`src/hw/rtl/wts_pkg.sv`:
```
// weekly time switch: shared types, codes and the minute-to-second conversion
// no dependencies; imported by every module of the block

package wts_pkg;

   // operation codes carried by an input beat
   typedef enum logic [1:0] {
      OP_TICK       = 2'd0,
      OP_MANUAL_ON  = 2'd1,
      OP_MANUAL_OFF = 2'd2,
      OP_RESUME     = 2'd3
   } opcode_type;

   // configuration register indexes, one word apart
   typedef enum logic [1:0] {
      REG_START_MINUTE = 2'd0,
      REG_END_MINUTE   = 2'd1,
      REG_DAY_MASK     = 2'd2,
      REG_AUTO_SYNC    = 2'd3
   } reg_index_type;

   localparam int MINUTE_W  = 11;
   localparam int SECOND_W  = 17;
   localparam int MASK_W    = 8;
   localparam int WEEKDAY_W = 3;
   localparam int CSR_ADDR_W = 4;
   localparam int CSR_DATA_W = 32;

   localparam logic [MINUTE_W-1:0] MINUTES_PER_DAY = 11'd1440;
   localparam logic [MINUTE_W-1:0] LAST_HOUR_MIN   = 11'd1380;  // 23:00
   localparam logic [MINUTE_W-1:0] MINUTES_PER_HR  = 11'd60;

   typedef struct packed {
      opcode_type              opcode;
      logic [WEEKDAY_W-1:0]    weekday;
      logic [SECOND_W-1:0]     second_of_day;
   } req_type;

   typedef struct packed {
      logic active;
      logic start_event;
      logic end_event;
   } rsp_type;

   // settings as the evaluation sees them
   typedef struct packed {
      logic [SECOND_W-1:0] on_sec;
      logic [SECOND_W-1:0] off_sec;
      logic [MASK_W-1:0]   day_mask;
      logic                auto_sync;
   } cfg_type;

   // minute register to seconds; values past the day read as 23:(value mod 60)
   function automatic logic [SECOND_W-1:0] minute_to_sec(input logic [MINUTE_W-1:0] m);
      logic [9:0]          d;
      logic [14:0]         prod;
      logic [4:0]          q;
      logic [MINUTE_W-1:0] r;
      logic [MINUTE_W-1:0] mins;
      d    = 10'd0;
      prod = 15'd0;
      q    = 5'd0;
      r    = '0;
      if (m >= MINUTES_PER_DAY) begin
         // 1440 is a multiple of 60, so reduce first and then take mod 60
         d    = 10'(m - MINUTES_PER_DAY);
         // q = d*17/1024 is floor(d/60) or one less
         prod = {1'b0, d, 4'b0000} + {5'b00000, d};
         q    = prod[14:10];
         r    = {1'b0, d} - 11'({6'b0, q} * MINUTES_PER_HR);
         if (r >= MINUTES_PER_HR) begin
            r = r - MINUTES_PER_HR;
         end
         mins = LAST_HOUR_MIN + r;
      end else begin
         mins = m;
      end
      // times 60 as 64x - 4x
      return SECOND_W'({mins, 6'b000000}) - SECOND_W'({mins, 2'b00});
   endfunction

endpackage

```
`src/hw/rtl/wts_csr.sv`:
```
// weekly time switch: configuration registers behind the apb-style port
// depends on wts_pkg; keeps the window bounds pre-converted to seconds

module wts_csr (
   input  logic                        clock,
   input  logic                        reset,
   input  logic                        csr_psel,
   input  logic                        csr_penable,
   input  logic                        csr_pwrite,
   input  logic [wts_pkg::CSR_ADDR_W-1:0] csr_paddr,
   input  logic [wts_pkg::CSR_DATA_W-1:0] csr_pwdata,
   output logic [wts_pkg::CSR_DATA_W-1:0] csr_prdata,
   output logic                        csr_pready,
   output wts_pkg::cfg_type            cfg
);
   import wts_pkg::*;

   logic [MINUTE_W-1:0] start_minute_ff;
   logic [MINUTE_W-1:0] end_minute_ff;
   logic [MASK_W-1:0]   day_mask_ff;
   logic                auto_sync_ff;
   logic [SECOND_W-1:0] on_sec_ff;
   logic [SECOND_W-1:0] off_sec_ff;
   logic                wr_en;
   reg_index_type       reg_sel;

   assign csr_pready = 1'b1;
   assign wr_en      = csr_psel && csr_penable && csr_pwrite;
   assign reg_sel    = reg_index_type'(csr_paddr[3:2]);

   // register writes; the second form of each bound is kept alongside
   always_ff @(posedge clock) begin
      if (reset) begin
         start_minute_ff <= '0;
         end_minute_ff   <= '0;
         day_mask_ff     <= '0;
         auto_sync_ff    <= 1'b0;
         on_sec_ff       <= '0;
         off_sec_ff      <= '0;
      end else if (wr_en) begin
         case (reg_sel)
            REG_START_MINUTE: begin
               start_minute_ff <= csr_pwdata[MINUTE_W-1:0];
               on_sec_ff       <= minute_to_sec(csr_pwdata[MINUTE_W-1:0]);
            end
            REG_END_MINUTE: begin
               end_minute_ff <= csr_pwdata[MINUTE_W-1:0];
               off_sec_ff    <= minute_to_sec(csr_pwdata[MINUTE_W-1:0]);
            end
            REG_DAY_MASK: begin
               day_mask_ff <= csr_pwdata[MASK_W-1:0];
            end
            REG_AUTO_SYNC: begin
               auto_sync_ff <= csr_pwdata[0];
            end
            default: begin
            end
         endcase
      end
   end

   // read back
   always_comb begin
      case (reg_sel)
         REG_START_MINUTE: csr_prdata = CSR_DATA_W'(start_minute_ff);
         REG_END_MINUTE:   csr_prdata = CSR_DATA_W'(end_minute_ff);
         REG_DAY_MASK:     csr_prdata = CSR_DATA_W'(day_mask_ff);
         REG_AUTO_SYNC:    csr_prdata = CSR_DATA_W'(auto_sync_ff);
         default:          csr_prdata = '0;
      endcase
   end

   assign cfg.on_sec    = on_sec_ff;
   assign cfg.off_sec   = off_sec_ff;
   assign cfg.day_mask  = day_mask_ff;
   assign cfg.auto_sync = auto_sync_ff;

endmodule

```
`src/hw/rtl/wts_level.sv`:
```
// weekly time switch: level of the switch for a given weekday and time
// depends on wts_pkg; purely combinational

module wts_level (
   input  logic                            run,
   input  logic [wts_pkg::WEEKDAY_W-1:0]   weekday,
   input  logic [wts_pkg::SECOND_W-1:0]    now,
   input  wts_pkg::cfg_type                cfg,
   output logic                            level
);
   import wts_pkg::*;

   logic [MASK_W-1:0] today;
   logic [MASK_W-1:0] off_mask;
   logic              on_day;
   logic              off_day;
   logic              after_on;
   logic              before_off;
   logic              on_lt_off;
   logic              off_lt_on;

   // day bit, sunday on top and also on bit 0
   always_comb begin
      case (weekday)
         3'd1:    today = 8'b1000_0001;
         3'd2:    today = 8'b0100_0000;
         3'd3:    today = 8'b0010_0000;
         3'd4:    today = 8'b0001_0000;
         3'd5:    today = 8'b0000_1000;
         3'd6:    today = 8'b0000_0100;
         3'd7:    today = 8'b0000_0010;
         default: today = 8'b0000_0000;
      endcase
   end

   assign on_lt_off  = cfg.on_sec < cfg.off_sec;
   assign off_lt_on  = cfg.off_sec < cfg.on_sec;
   // window over midnight closes on the following day
   assign off_mask   = off_lt_on ? (cfg.day_mask >> 1) : cfg.day_mask;
   assign on_day     = |(today & cfg.day_mask);
   assign off_day    = |(today & off_mask);
   assign after_on   = now > cfg.on_sec;
   assign before_off = now < cfg.off_sec;

   // window decision
   always_comb begin
      if (!run) begin
         level = 1'b0;
      end else if (on_day && off_day) begin
         if (on_lt_off) begin
            level = after_on && before_off;
         end else if (off_lt_on) begin
            level = after_on || before_off;
         end else begin
            level = now == cfg.on_sec;
         end
      end else if (on_day) begin
         level = on_lt_off ? (after_on && before_off) : after_on;
      end else if (off_day) begin
         level = before_off;
      end else begin
         level = 1'b0;
      end
   end

endmodule

```
`src/hw/rtl/weekly_time_switch.sv`:
```
// weekly time switch: top level with input stage, switch state and result register
// depends on wts_pkg, wts_csr and wts_level
//
// Takes one beat per clock unless stalled and returns one result beat for each. A beat
// that is taken sits in the input register, where the window compare runs, and moves into
// the result register as the input stage advances; from there it is presented until taken.
// The enabled/level state is updated as a beat leaves the input register, so consecutive
// beats see each other's effect with no gap.
// A stalled result holds the result register and, when it holds a beat, the input stage.
// Configuration is to be written only while no beat is in flight; the block does not enforce it.

module weekly_time_switch (
   input  logic                           clock,
   input  logic                           reset,
   input  logic                           req_valid,
   output logic                           req_stall,
   input  wts_pkg::req_type               req_data,
   output logic                           rsp_valid,
   input  logic                           rsp_stall,
   output wts_pkg::rsp_type               rsp_data,
   input  logic                           csr_psel,
   input  logic                           csr_penable,
   input  logic                           csr_pwrite,
   input  logic [wts_pkg::CSR_ADDR_W-1:0] csr_paddr,
   input  logic [wts_pkg::CSR_DATA_W-1:0] csr_pwdata,
   output logic [wts_pkg::CSR_DATA_W-1:0] csr_prdata,
   output logic                           csr_pready
);
   import wts_pkg::*;

   cfg_type cfg;
   logic    s1_valid_ff;
   req_type s1_data_ff;
   logic    rsp_valid_ff;
   rsp_type rsp_data_ff;
   logic    enabled_ff;
   logic    enabled_in;
   logic    last_level_ff;
   logic    last_level_in;
   rsp_type rsp_data_in;
   logic    advance;
   logic    fire;
   logic    run;
   logic    level;

   wts_csr u_csr (
      .clock       (clock),
      .reset       (reset),
      .csr_psel    (csr_psel),
      .csr_penable (csr_penable),
      .csr_pwrite  (csr_pwrite),
      .csr_paddr   (csr_paddr),
      .csr_pwdata  (csr_pwdata),
      .csr_prdata  (csr_prdata),
      .csr_pready  (csr_pready),
      .cfg         (cfg)
   );

   // handshake: the input stage moves whenever the result register is free
   assign advance   = !rsp_valid_ff || !rsp_stall;
   assign req_stall = s1_valid_ff && !advance;
   assign fire      = s1_valid_ff && advance;

   // input stage
   always_ff @(posedge clock) begin
      if (reset) begin
         s1_valid_ff <= 1'b0;
      end else if (!req_stall) begin
         s1_valid_ff <= req_valid;
      end
   end

   always_ff @(posedge clock) begin
      if (req_valid && !req_stall) begin
         s1_data_ff <= req_data;
      end
   end

   // resume runs the timer for its own evaluation
   assign run = (s1_data_ff.opcode == OP_RESUME) ? 1'b1 : enabled_ff;

   wts_level u_level (
      .run     (run),
      .weekday (s1_data_ff.weekday),
      .now     (s1_data_ff.second_of_day),
      .cfg     (cfg),
      .level   (level)
   );

   // next state and result for the beat in the input stage
   always_comb begin
      enabled_in              = enabled_ff;
      last_level_in           = last_level_ff;
      rsp_data_in.start_event = 1'b0;
      rsp_data_in.end_event   = 1'b0;
      case (s1_data_ff.opcode)
         OP_TICK: begin
            last_level_in           = level;
            rsp_data_in.start_event = level && !last_level_ff;
            rsp_data_in.end_event   = !level && last_level_ff;
         end
         OP_MANUAL_ON: begin
            enabled_in              = 1'b0;
            rsp_data_in.start_event = 1'b1;
         end
         OP_MANUAL_OFF: begin
            enabled_in            = 1'b0;
            rsp_data_in.end_event = 1'b1;
         end
         OP_RESUME: begin
            enabled_in              = 1'b1;
            last_level_in           = level;
            rsp_data_in.start_event = cfg.auto_sync && level;
            rsp_data_in.end_event   = cfg.auto_sync && !level;
         end
         default: begin
         end
      endcase
      rsp_data_in.active = last_level_in;
   end

   // switch state
   always_ff @(posedge clock) begin
      if (reset) begin
         enabled_ff    <= 1'b1;
         last_level_ff <= 1'b0;
      end else if (fire) begin
         enabled_ff    <= enabled_in;
         last_level_ff <= last_level_in;
      end
   end

   // result register
   always_ff @(posedge clock) begin
      if (reset) begin
         rsp_valid_ff <= 1'b0;
      end else if (advance) begin
         rsp_valid_ff <= s1_valid_ff;
      end
   end

   always_ff @(posedge clock) begin
      if (fire) begin
         rsp_data_ff <= rsp_data_in;
      end
   end

   assign rsp_valid = rsp_valid_ff;
   assign rsp_data  = rsp_data_ff;

   // checks
   a_events_exclusive: assert property (@(posedge clock) disable iff (reset)
      rsp_valid_ff |-> !(rsp_data_ff.start_event && rsp_data_ff.end_event))
      else $error("start and end event in the same result beat");

   a_stall_only_full: assert property (@(posedge clock) disable iff (reset)
      req_stall |-> s1_valid_ff)
      else $error("input stalled with an empty input stage");

   a_active_tracks_state: assert property (@(posedge clock) disable iff (reset)
      fire |=> (rsp_data_ff.active == last_level_ff))
      else $error("result level differs from stored level");

   a_manual_stops_timer: assert property (@(posedge clock) disable iff (reset)
      (fire && (s1_data_ff.opcode == OP_MANUAL_ON || s1_data_ff.opcode == OP_MANUAL_OFF))
      |=> !enabled_ff)
      else $error("manual beat left the timer running");

   a_manual_keeps_level: assert property (@(posedge clock) disable iff (reset)
      (fire && (s1_data_ff.opcode == OP_MANUAL_ON || s1_data_ff.opcode == OP_MANUAL_OFF))
      |=> $stable(last_level_ff))
      else $error("manual beat changed the stored level");

endmodule

```
`config.mk`:
```
export PLATFORM = sky130hd
export DESIGN_NAME = weekly_time_switch
export DESIGN_NICKNAME = d
export VERILOG_FILES = /design/src/hw/rtl/wts_pkg.sv /design/src/hw/rtl/wts_csr.sv /design/src/hw/rtl/wts_level.sv /design/src/hw/rtl/weekly_time_switch.sv
export SDC_FILE = /design/constraint.sdc
export NUM_CORES = 1
export LEC_CHECK = 0
export BUFFER_PORTS_ARGS = -buffer_cell sky130_fd_sc_hd__buf_2
export CAP_MARGIN = 10
export CELL_PAD_IN_SITES_DETAIL_PLACEMENT = 0
export CELL_PAD_IN_SITES_GLOBAL_PLACEMENT = 1
export CORE_ASPECT_RATIO = 0.5
export CORE_MARGIN = 2
export CORE_UTILIZATION = 35
export CTS_BUF_LIST = sky130_fd_sc_hd__clkbuf_8
export DETAILED_ROUTE_END_ITERATION = 10
export PLACE_DENSITY_LB_ADDON = 0.25
export SLEW_MARGIN = 30
export SYNTH_ARGS = -nofsm -noshare
export SYNTH_HDL_FRONTEND = slang
export SYNTH_HIERARCHICAL = 1
export SYNTH_SLANG_ARGS = --single-unit
export TNS_END_PERCENT = 10
```
`constraint.sdc`:
```
create_clock -name clock -period 23.6 [get_ports clock]
set_clock_uncertainty 0.15 [all_clocks]
set_input_delay 0 -clock clock [delete_from_list [all_inputs] [get_ports clock]]
set_output_delay 0 -clock clock [all_outputs]
set_load 0.01 [all_outputs]
```
# --- After elaboration in Yosys (flattened, before gate mapping) ---
# Index checks and enable logic that the tools add are counted.
classes:
  n_eq_ne: 14
  multipliers: 1
  n_addsub: 8
  bitwise_logic: 2
  mux: 31
  reduce_logical: 31
  n_lt_le_gt_ge: 6
op_table:
  columns: ["cell", "count"]
  rows:
  - ["2-to-1 mux 11 bit", 16]
  - ["case mux 32 bit (4 select lines)", 1]
  - ["case mux 8 bit (7 select lines)", 1]
  - ["< comparator 17 bit", 3]
  - ["subtractor 17 x 13 -> 17 bit", 2]
  - ["adder 11 bit, first input constant", 2]
  - ["== test 17 bit", 1]
  - ["> comparator 17 bit", 1]
  - ["bitwise AND 8 bit", 2]
  - ["OR reduction 8 bit", 2]
  - ["adder 14 x 10 -> 15 bit", 1]
  - ["== test 3 bit, second input constant", 4]
  - [">= comparator 11 bit, second input constant", 1]
  - [">= comparator 11 x 6 -> 1 bit, second input constant", 1]
  - ["logical AND 1 bit", 11]
  - ["subtractor 10 x 11 -> 11 bit", 1]
  - ["subtractor 11 x 6 -> 11 bit, second input constant", 1]
  - ["AND reduction 2 bit", 5]
  - ["subtractor 10 x 9 -> 10 bit, second input constant", 1]
  - ["multiplier 5 x 4 -> 9 bit, second input constant", 1]
  - ["2-to-1 mux 1 bit", 9]
  - ["== test 2 bit, second input constant", 4]
  - ["2-to-1 mux 8 bit", 1]
  - ["== test 3 x 2 -> 1 bit, second input constant", 2]
  - ["9 further kinds", 19]
word_totals:
  input_bits: 65
  out_inout_bits: 38
  register_bits: 94
  word_cells: 109

# --- Longest topological paths before layout ---
depth:
  depth_word: 16
  depth_mapped: 45
  ltp_nobuf: 44

# --- Cells and area by module ---
# The synthesis kept the hierarchy.
modules_own_cells:
  columns: ["module", "seq_area_each_um2", "n_inst", "cells_each", "area_each_um2"]
  rows:
  - ["wts_csr", 1181.1, 1, 642, 4934.7]
  - ["wts_level", 0.0, 1, 191, 1401.3]
  - ["weekly_time_switch", 830.8, 1, 61, 1046.0]

# --- Least setup slack after synthesis ---
# No wires, ideal clock.
synth_timing:
  path_kind: "input -> register"
  start: "in csr_pwdata[5] (netlist name)"
  end: "reg u_csr.off_sec_ff[16]"
  setup_ns: 0.137
  cell_stages: 41
  slack_ns: 14.738
  required_ns: 23.313
  t_arrival_ns: 8.575
  path_buffers: 1
  path_cell_list: "inv_1 ha_1 xor2_1 inv_1 ha_1 nor2b_1 o21ai_0 nand2b_1 a21oi_1 or2_2 nor3_1 nor2b_1 fa_1 fa_1 inv_1 fa_1 nor2b_1 o21ai_0 [5 not listed] a211oi_1 nand4b_1 or2_4 o31ai_1 nand2_1 ha_1 xnor2_1 and3_1 o31a_1 ha_1 a31oi_1 nor2_1 or3_1 a211o_1 a41o_1 or4_1 nand3_1 a211oi_1"
synth_via:
  elab_chain_cells: 16
  word_cells_on_any_way: 18
  cone_classes: "add/sub (6); mul (1); order compare (2); mux (9)"
synth_lines:
  columns: ["item", "line", "text"]
  rows:
  - ["start: declaration", "weekly_time_switch.sv:25", "input logic [wts_pkg::CSR_DATA_W-1:0] csr_pwdata,"]
  - ["subtractor 10 x 9 -> 10 bit", "wts_pkg.sv:66", "d = 10'(m - MINUTES_PER_DAY);"]
  - ["adder 14 x 10 -> 15 bit", "wts_pkg.sv:68", "prod = {1'b0, d, 4'b0000} + {5'b00000, d};"]
  - ["multiplier 5 x 4 -> 9 bit", "wts_pkg.sv:70", "r = {1'b0, d} - 11'({6'b0, q} * MINUTES_PER_HR);"]
  - ["subtractor 10 x 11 -> 11 bit", "wts_pkg.sv:70", null]
  - ["subtractor 11 x 6 -> 11 bit or >= comparator 11 x 6 -> 1 bit (tied branches)", "wts_pkg.sv:72, wts_pkg.sv:71", null]
  - ["2-to-1 mux 11 bit", "wts_pkg.sv:71", "if (r >= MINUTES_PER_HR) begin"]
  - ["2-to-1 mux 11 bit", "wts_pkg.sv:64", "if (m >= MINUTES_PER_DAY) begin"]
  - ["2-to-1 mux 11 bit", "wts_csr.sv:41", "case (reg_sel)"]
  - ["2-to-1 mux 11 bit", "wts_csr.sv:40", "end else if (wr_en) begin"]
  - ["2-to-1 mux 11 bit", "wts_csr.sv:33", "if (reset) begin"]
  - ["adder 11 bit", "wts_pkg.sv:74", "mins = LAST_HOUR_MIN + r;"]
  - ["2-to-1 mux 11 bit *", "wts_pkg.sv:64", null]
  - ["2-to-1 mux 11 bit *", "wts_csr.sv:41", null]
  - ["2-to-1 mux 11 bit *", "wts_csr.sv:40", null]
  - ["2-to-1 mux 11 bit *", "wts_csr.sv:33", null]
  - ["subtractor 17 x 13 -> 17 bit *", "wts_pkg.sv:79", "return SECOND_W'({mins, 6'b000000}) - SECOND_W'({mins, 2'b00});"]
  - ["end signal: assignment", "wts_csr.sv:48", "off_sec_ff <= minute_to_sec(csr_pwdata[MINUTE_W-1:0]);"]
  - ["end: declaration", "wts_csr.sv:23", "logic [SECOND_W-1:0] off_sec_ff;"]
# Every way passes the cells marked *; elsewhere a longest branch is shown, timed or not. The select of a mux whose other input is x is not followed.
# A chain may end at the register's enable or synchronous reset.

# --- Worst setup path in the final report ---
# Same ends and word-level chain as after synthesis.

==> metrics.txt <==
# TYPE chip_impl_metric gauge
chip_impl_metric{name="cp_data_arrival_time",unit="ns"} 10.65
chip_impl_info{name="critPathKind",value="in -> reg"} 1
chip_impl_metric{name="finalCritPeriodShare",unit=""} 0.448
chip_impl_metric{name="layout-area-overhead-vs-synth",unit="%"} 13.4
chip_impl_metric{name="nets",unit=""} 1122
chip_impl_metric{name="postCtsSetupRepairBufs",unit=""} 0
chip_impl_metric{name="post-route-drc-count",unit=""} 0
chip_impl_metric{name="postSynthCellCount",unit=""} 894
chip_impl_info{name="ys_dominant_reg_cell",value="sky130_fd_sc_hd__dfxtp_1"} 1
chip_impl_metric{name="dieWidth",unit="microns"} 209
chip_impl_metric{name="synth-seq-cells",unit=""} 88
chip_impl_metric{name="num_antenna_cells",unit=""} 0
chip_impl_metric{name="fin_tns_setup",unit="ns"} 0
chip_impl_metric{name="clock_sink_total",unit=""} 88
chip_impl_metric{name="hpwlAfterDp",unit="microns"} 14100
chip_impl_metric{name="critical_path_required",unit="ns"} 23.67
chip_impl_metric{name="worst_slew_margin_relative_to_its_limit",unit=""} 0.349
chip_impl_metric{name="port_buffers",unit=""} 57
chip_impl_metric{name="syn_area_per_cell",unit="sq um"} 8.26
chip_impl_metric{name="yosys.cell_types.count",unit=""} 86
chip_impl_info{name="tritoncts",value="done"} 1
chip_impl_metric{name="worst_setup_hold_path_clk_slew",unit="ns"} 0.09
chip_impl_metric{name="synth-seq-area-share",unit=""} 0.273
chip_impl_info{name="run_status",value="finished, final reports clean"} 1
chip_impl_metric{name="final.fill_count",unit=""} 2147
chip_impl_metric{name="max_cap_violations",unit=""} 0
chip_impl_metric{name="num_rows",unit=""} 37
chip_impl_info{name="critical_path.reg2reg.startpoint",value="u_csr/on_sec_ff[15]"} 1
chip_impl_metric{name="synth-edff-count",unit=""} 25
chip_impl_metric{name="design.die.area",unit="sq um"} 22300
chip_impl_metric{name="maximum_buffer_depth_of_the_clock_tree",unit=""} 2
chip_impl_metric{name="postPlaceCellArea",unit="sq um"} 7790
chip_impl_metric{name="postLayoutCoreUtil",unit=""} 0.406
chip_impl_info{name="leading_post_synthesis_cells_by_cell_area",value="sky130_fd_sc_hd__dfxtp_1, sky130_fd_sc_hd__ha_1, sky130_fd_sc_hd__edfxtp_1, sky130_fd_sc_hd__nand2_1, sky130_fd_sc_hd__a21oi_1"} 1
chip_impl_info{name="rsz_0062_raised_after_global_routing",value="no"} 1
chip_impl_metric{name="number_of_warnings_issued_by_yosys",unit=""} 6
chip_impl_metric{name="grtUsageTotal",unit=""} 0.166
chip_impl_metric{name="place_worst_setup_slack",unit="ns"} 13.22
chip_impl_metric{name="drt-pass1-iter-count",unit=""} 7
chip_impl_metric{name="grt_antenna_before_repair",unit=""} 0
chip_impl_metric{name="report.final.setup_viol",unit=""} 0
chip_impl_info{name="yosys.area.top_type",value="sky130_fd_sc_hd__dfxtp_1"} 1
chip_impl_info{name="ctsRootBufferMaster",value="sky130_fd_sc_hd__clkbuf_8"} 1
chip_impl_metric{name="worst_path_largest_cell_delay",unit="ns"} 0.55
chip_impl_metric{name="h-tree-depth",unit=""} 3
chip_impl_metric{name="final_layout_size_suffix_gt1_frac",unit=""} 0.101
chip_impl_metric{name="1st_iter_drt_viols",unit=""} 278
chip_impl_metric{name="clock_latency",unit="ns"} 0.36
chip_impl_metric{name="worst-path-max-fanout",unit=""} 10
chip_impl_metric{name="gp_routability_congestion",unit=""} 0.817
chip_impl_metric{name="postSynth.asyncResetShare",unit=""} 0
chip_impl_info{name="timing.hold.worst.start",value="csr_paddr[2]"} 1
chip_impl_info{name="critical-path-top-cell-by-count",value="sky130_fd_sc_hd__ha_1"} 1
chip_impl_info{name="hold_path_class",value="in -> reg"} 1
chip_impl_metric{name="mapped_area",unit="sq um"} 7380
chip_impl_info{name="layout_commonest_cell",value="sky130_fd_sc_hd__nand2_1"} 1
chip_impl_info{name="setup.worst_path.start",value="csr_pwdata[5]"} 1
chip_impl_metric{name="worst_pin_slew",unit="ns"} 0.973
chip_impl_info{name="critPathSlowestCell",value="sky130_fd_sc_hd__fa_1"} 1
chip_impl_info{name="layout_common_cells",value="sky130_fd_sc_hd__nand2_1, sky130_fd_sc_hd__ha_1, sky130_fd_sc_hd__inv_1"} 1
chip_impl_metric{name="postLayoutSetupSlackWorst",unit="ns"} 13.02
chip_impl_metric{name="min_period",unit="ns"} 10.58
chip_impl_metric{name="vias",unit=""} 6249
chip_impl_metric{name="floorplan.io_pins",unit=""} 103
chip_impl_metric{name="grt-ovfl-total",unit=""} 0
chip_impl_metric{name="synthDominantCellAreaShare",unit=""} 0.171
chip_impl_metric{name="reg2reg_slack",unit="ns"} 20.41
chip_impl_metric{name="finalHoldViolCount",unit=""} 0
chip_impl_metric{name="fmaxAchievable",unit="GHz"} 0.0946
chip_impl_metric{name="drt-wirelength-per-cell",unit="microns"} 14.7
chip_impl_metric{name="coreArea",unit="sq um"} 20600
chip_impl_metric{name="stdcell_area",unit="sq um"} 8370
chip_impl_metric{name="timing_max_transition_violations_final",unit=""} 0
chip_impl_metric{name="grt_pass1_wl",unit="microns"} 29900
chip_impl_metric{name="route.detailed.vias_per_inst",unit=""} 5.03
chip_impl_metric{name="drt.antenna.violating_nets",unit=""} 0
chip_impl_metric{name="initial_utilization",unit=""} 0.358
chip_impl_metric{name="numCtsBuffers",unit=""} 9
chip_impl_metric{name="first_global_vias",unit=""} 5863
chip_impl_metric{name="grt_max_degree",unit=""} 67
chip_impl_info{name="timing.critical_path.from_type",value="input pin"} 1
chip_impl_metric{name="die_height",unit="microns"} 107
chip_impl_info{name="worst_setup_path_end_kind",value="flop"} 1
chip_impl_metric{name="routed_wl",unit="microns"} 18300
-- stage by stage --
stage | hold slack, ns | cells
CTS | 0.0114 | 1242
detailed placement | 0.0290 | 1190
global route | 0.0182 | 1242
global placement | 0.0281 | 1190
floorplan | -0.0776 | 918
finish | 0.0225 | 1242
-- cell families after synthesis --
| kind of cell | count (synthesis) | share of synthesized area |
|---|---|---|
| adder cells (fa/ha/maj) | 95 | 0.166 |
| flip-flops | 88 | 0.273 |
| multiplexers | 32 | 0.0461 |
| XOR/XNOR | 33 | 0.0392 |
| buffers and inverters | 134 | 0.0841 |
| AND/OR/NAND/NOR | 309 | 0.211 |
| AO/OA/AOI/OAI | 201 | 0.181 |
| other | 2 | 0.00102 |
-- flip-flops by register name, summed over array words and instances, names as in the netlist, 3 cells and up --
signal	count
s1_data_ff	22
u_csr/off_sec_ff	14
u_csr/on_sec_ff	14
u_csr/end_minute_ff	11
u_csr/start_minute_ff	11
u_csr/day_mask_ff	8
rsp_data	3
-- synthesized netlist by cell type, drive strengths merged, types with 3 or more instances --
library cell	count
nand2	112
a31o	3
nor2b	16
ha	88
nand3b	4
mux2	3
nor4	6
o311ai	3
or3	9
and2	9
o21bai	3
buf	32
or2	5
a2111oi	5
fa	5
nor3	11
nand2b	7
nor3b	8
nand4	8
a221oi	4
nor2	63
xnor2	20
a21o	11
o21ai	39
a211oi	19
xor2	13
clkbuf	29
and3	11
dfxtp	63
a21oi	69
a31oi	11
and4	4
o21a	6
nand3	25
edfxtp	25
mux2i	28
inv	73
a2111o	3
o31ai	7
-- routing by layer --
layer / part of all wire / up-vias / global-route usage
met5: 0 / - / 0
met4: 0.014 / 0 / 0.0464
met3: 0.027 / 15 / 0.0205
met2: 0.45 / 92 / 0.274
met1: 0.51 / 2886 / 0.230
li1: - / 3256 / -
-- final timing paths --
| kind | to | cells after the start |
|---|---|---|
| worst max-delay path | u_csr/off_sec_ff[16] | 42 |
| worst min register to register | u_csr/start_minute_ff[6] | 2 |
| worst min-delay path | u_csr/auto_sync_ff | 4 |
| worst max register to register | rsp_data[0] | 10 |
-- worst max-delay path: cells and delay by family --
kind | cells | cell delay, ns
AOI/OAI and AO/OA | 12 | 2.52
xor gates and xnor gates | 2 | 0.49
adders and majority gates | 8 | 3.03
buffers and inverters | 5 | 1.13
and+or+nand+nor | 15 | 3.47
-- what timing repair did --
item / CTS / global route
hold buffers: 36 / 0
hold endpoints to repair: 66 / 0
gates resized for setup: 0 / 0
-- cell type report --
cell class              count  area, sq um  area share
clock inverters             6         83.8      0.0100
flip-flops and latches     88         2010       0.240
clock buffers              10          138      0.0164
multi-input cells         696         4850       0.580
inverters                  73          274      0.0327
well taps                 273          342      0.0408
repair buffers             96          668      0.0798
Power is left out: the tool's default activity adds up to more than one toggle a clock period on the data nets, which glitch-free logic cannot reach.
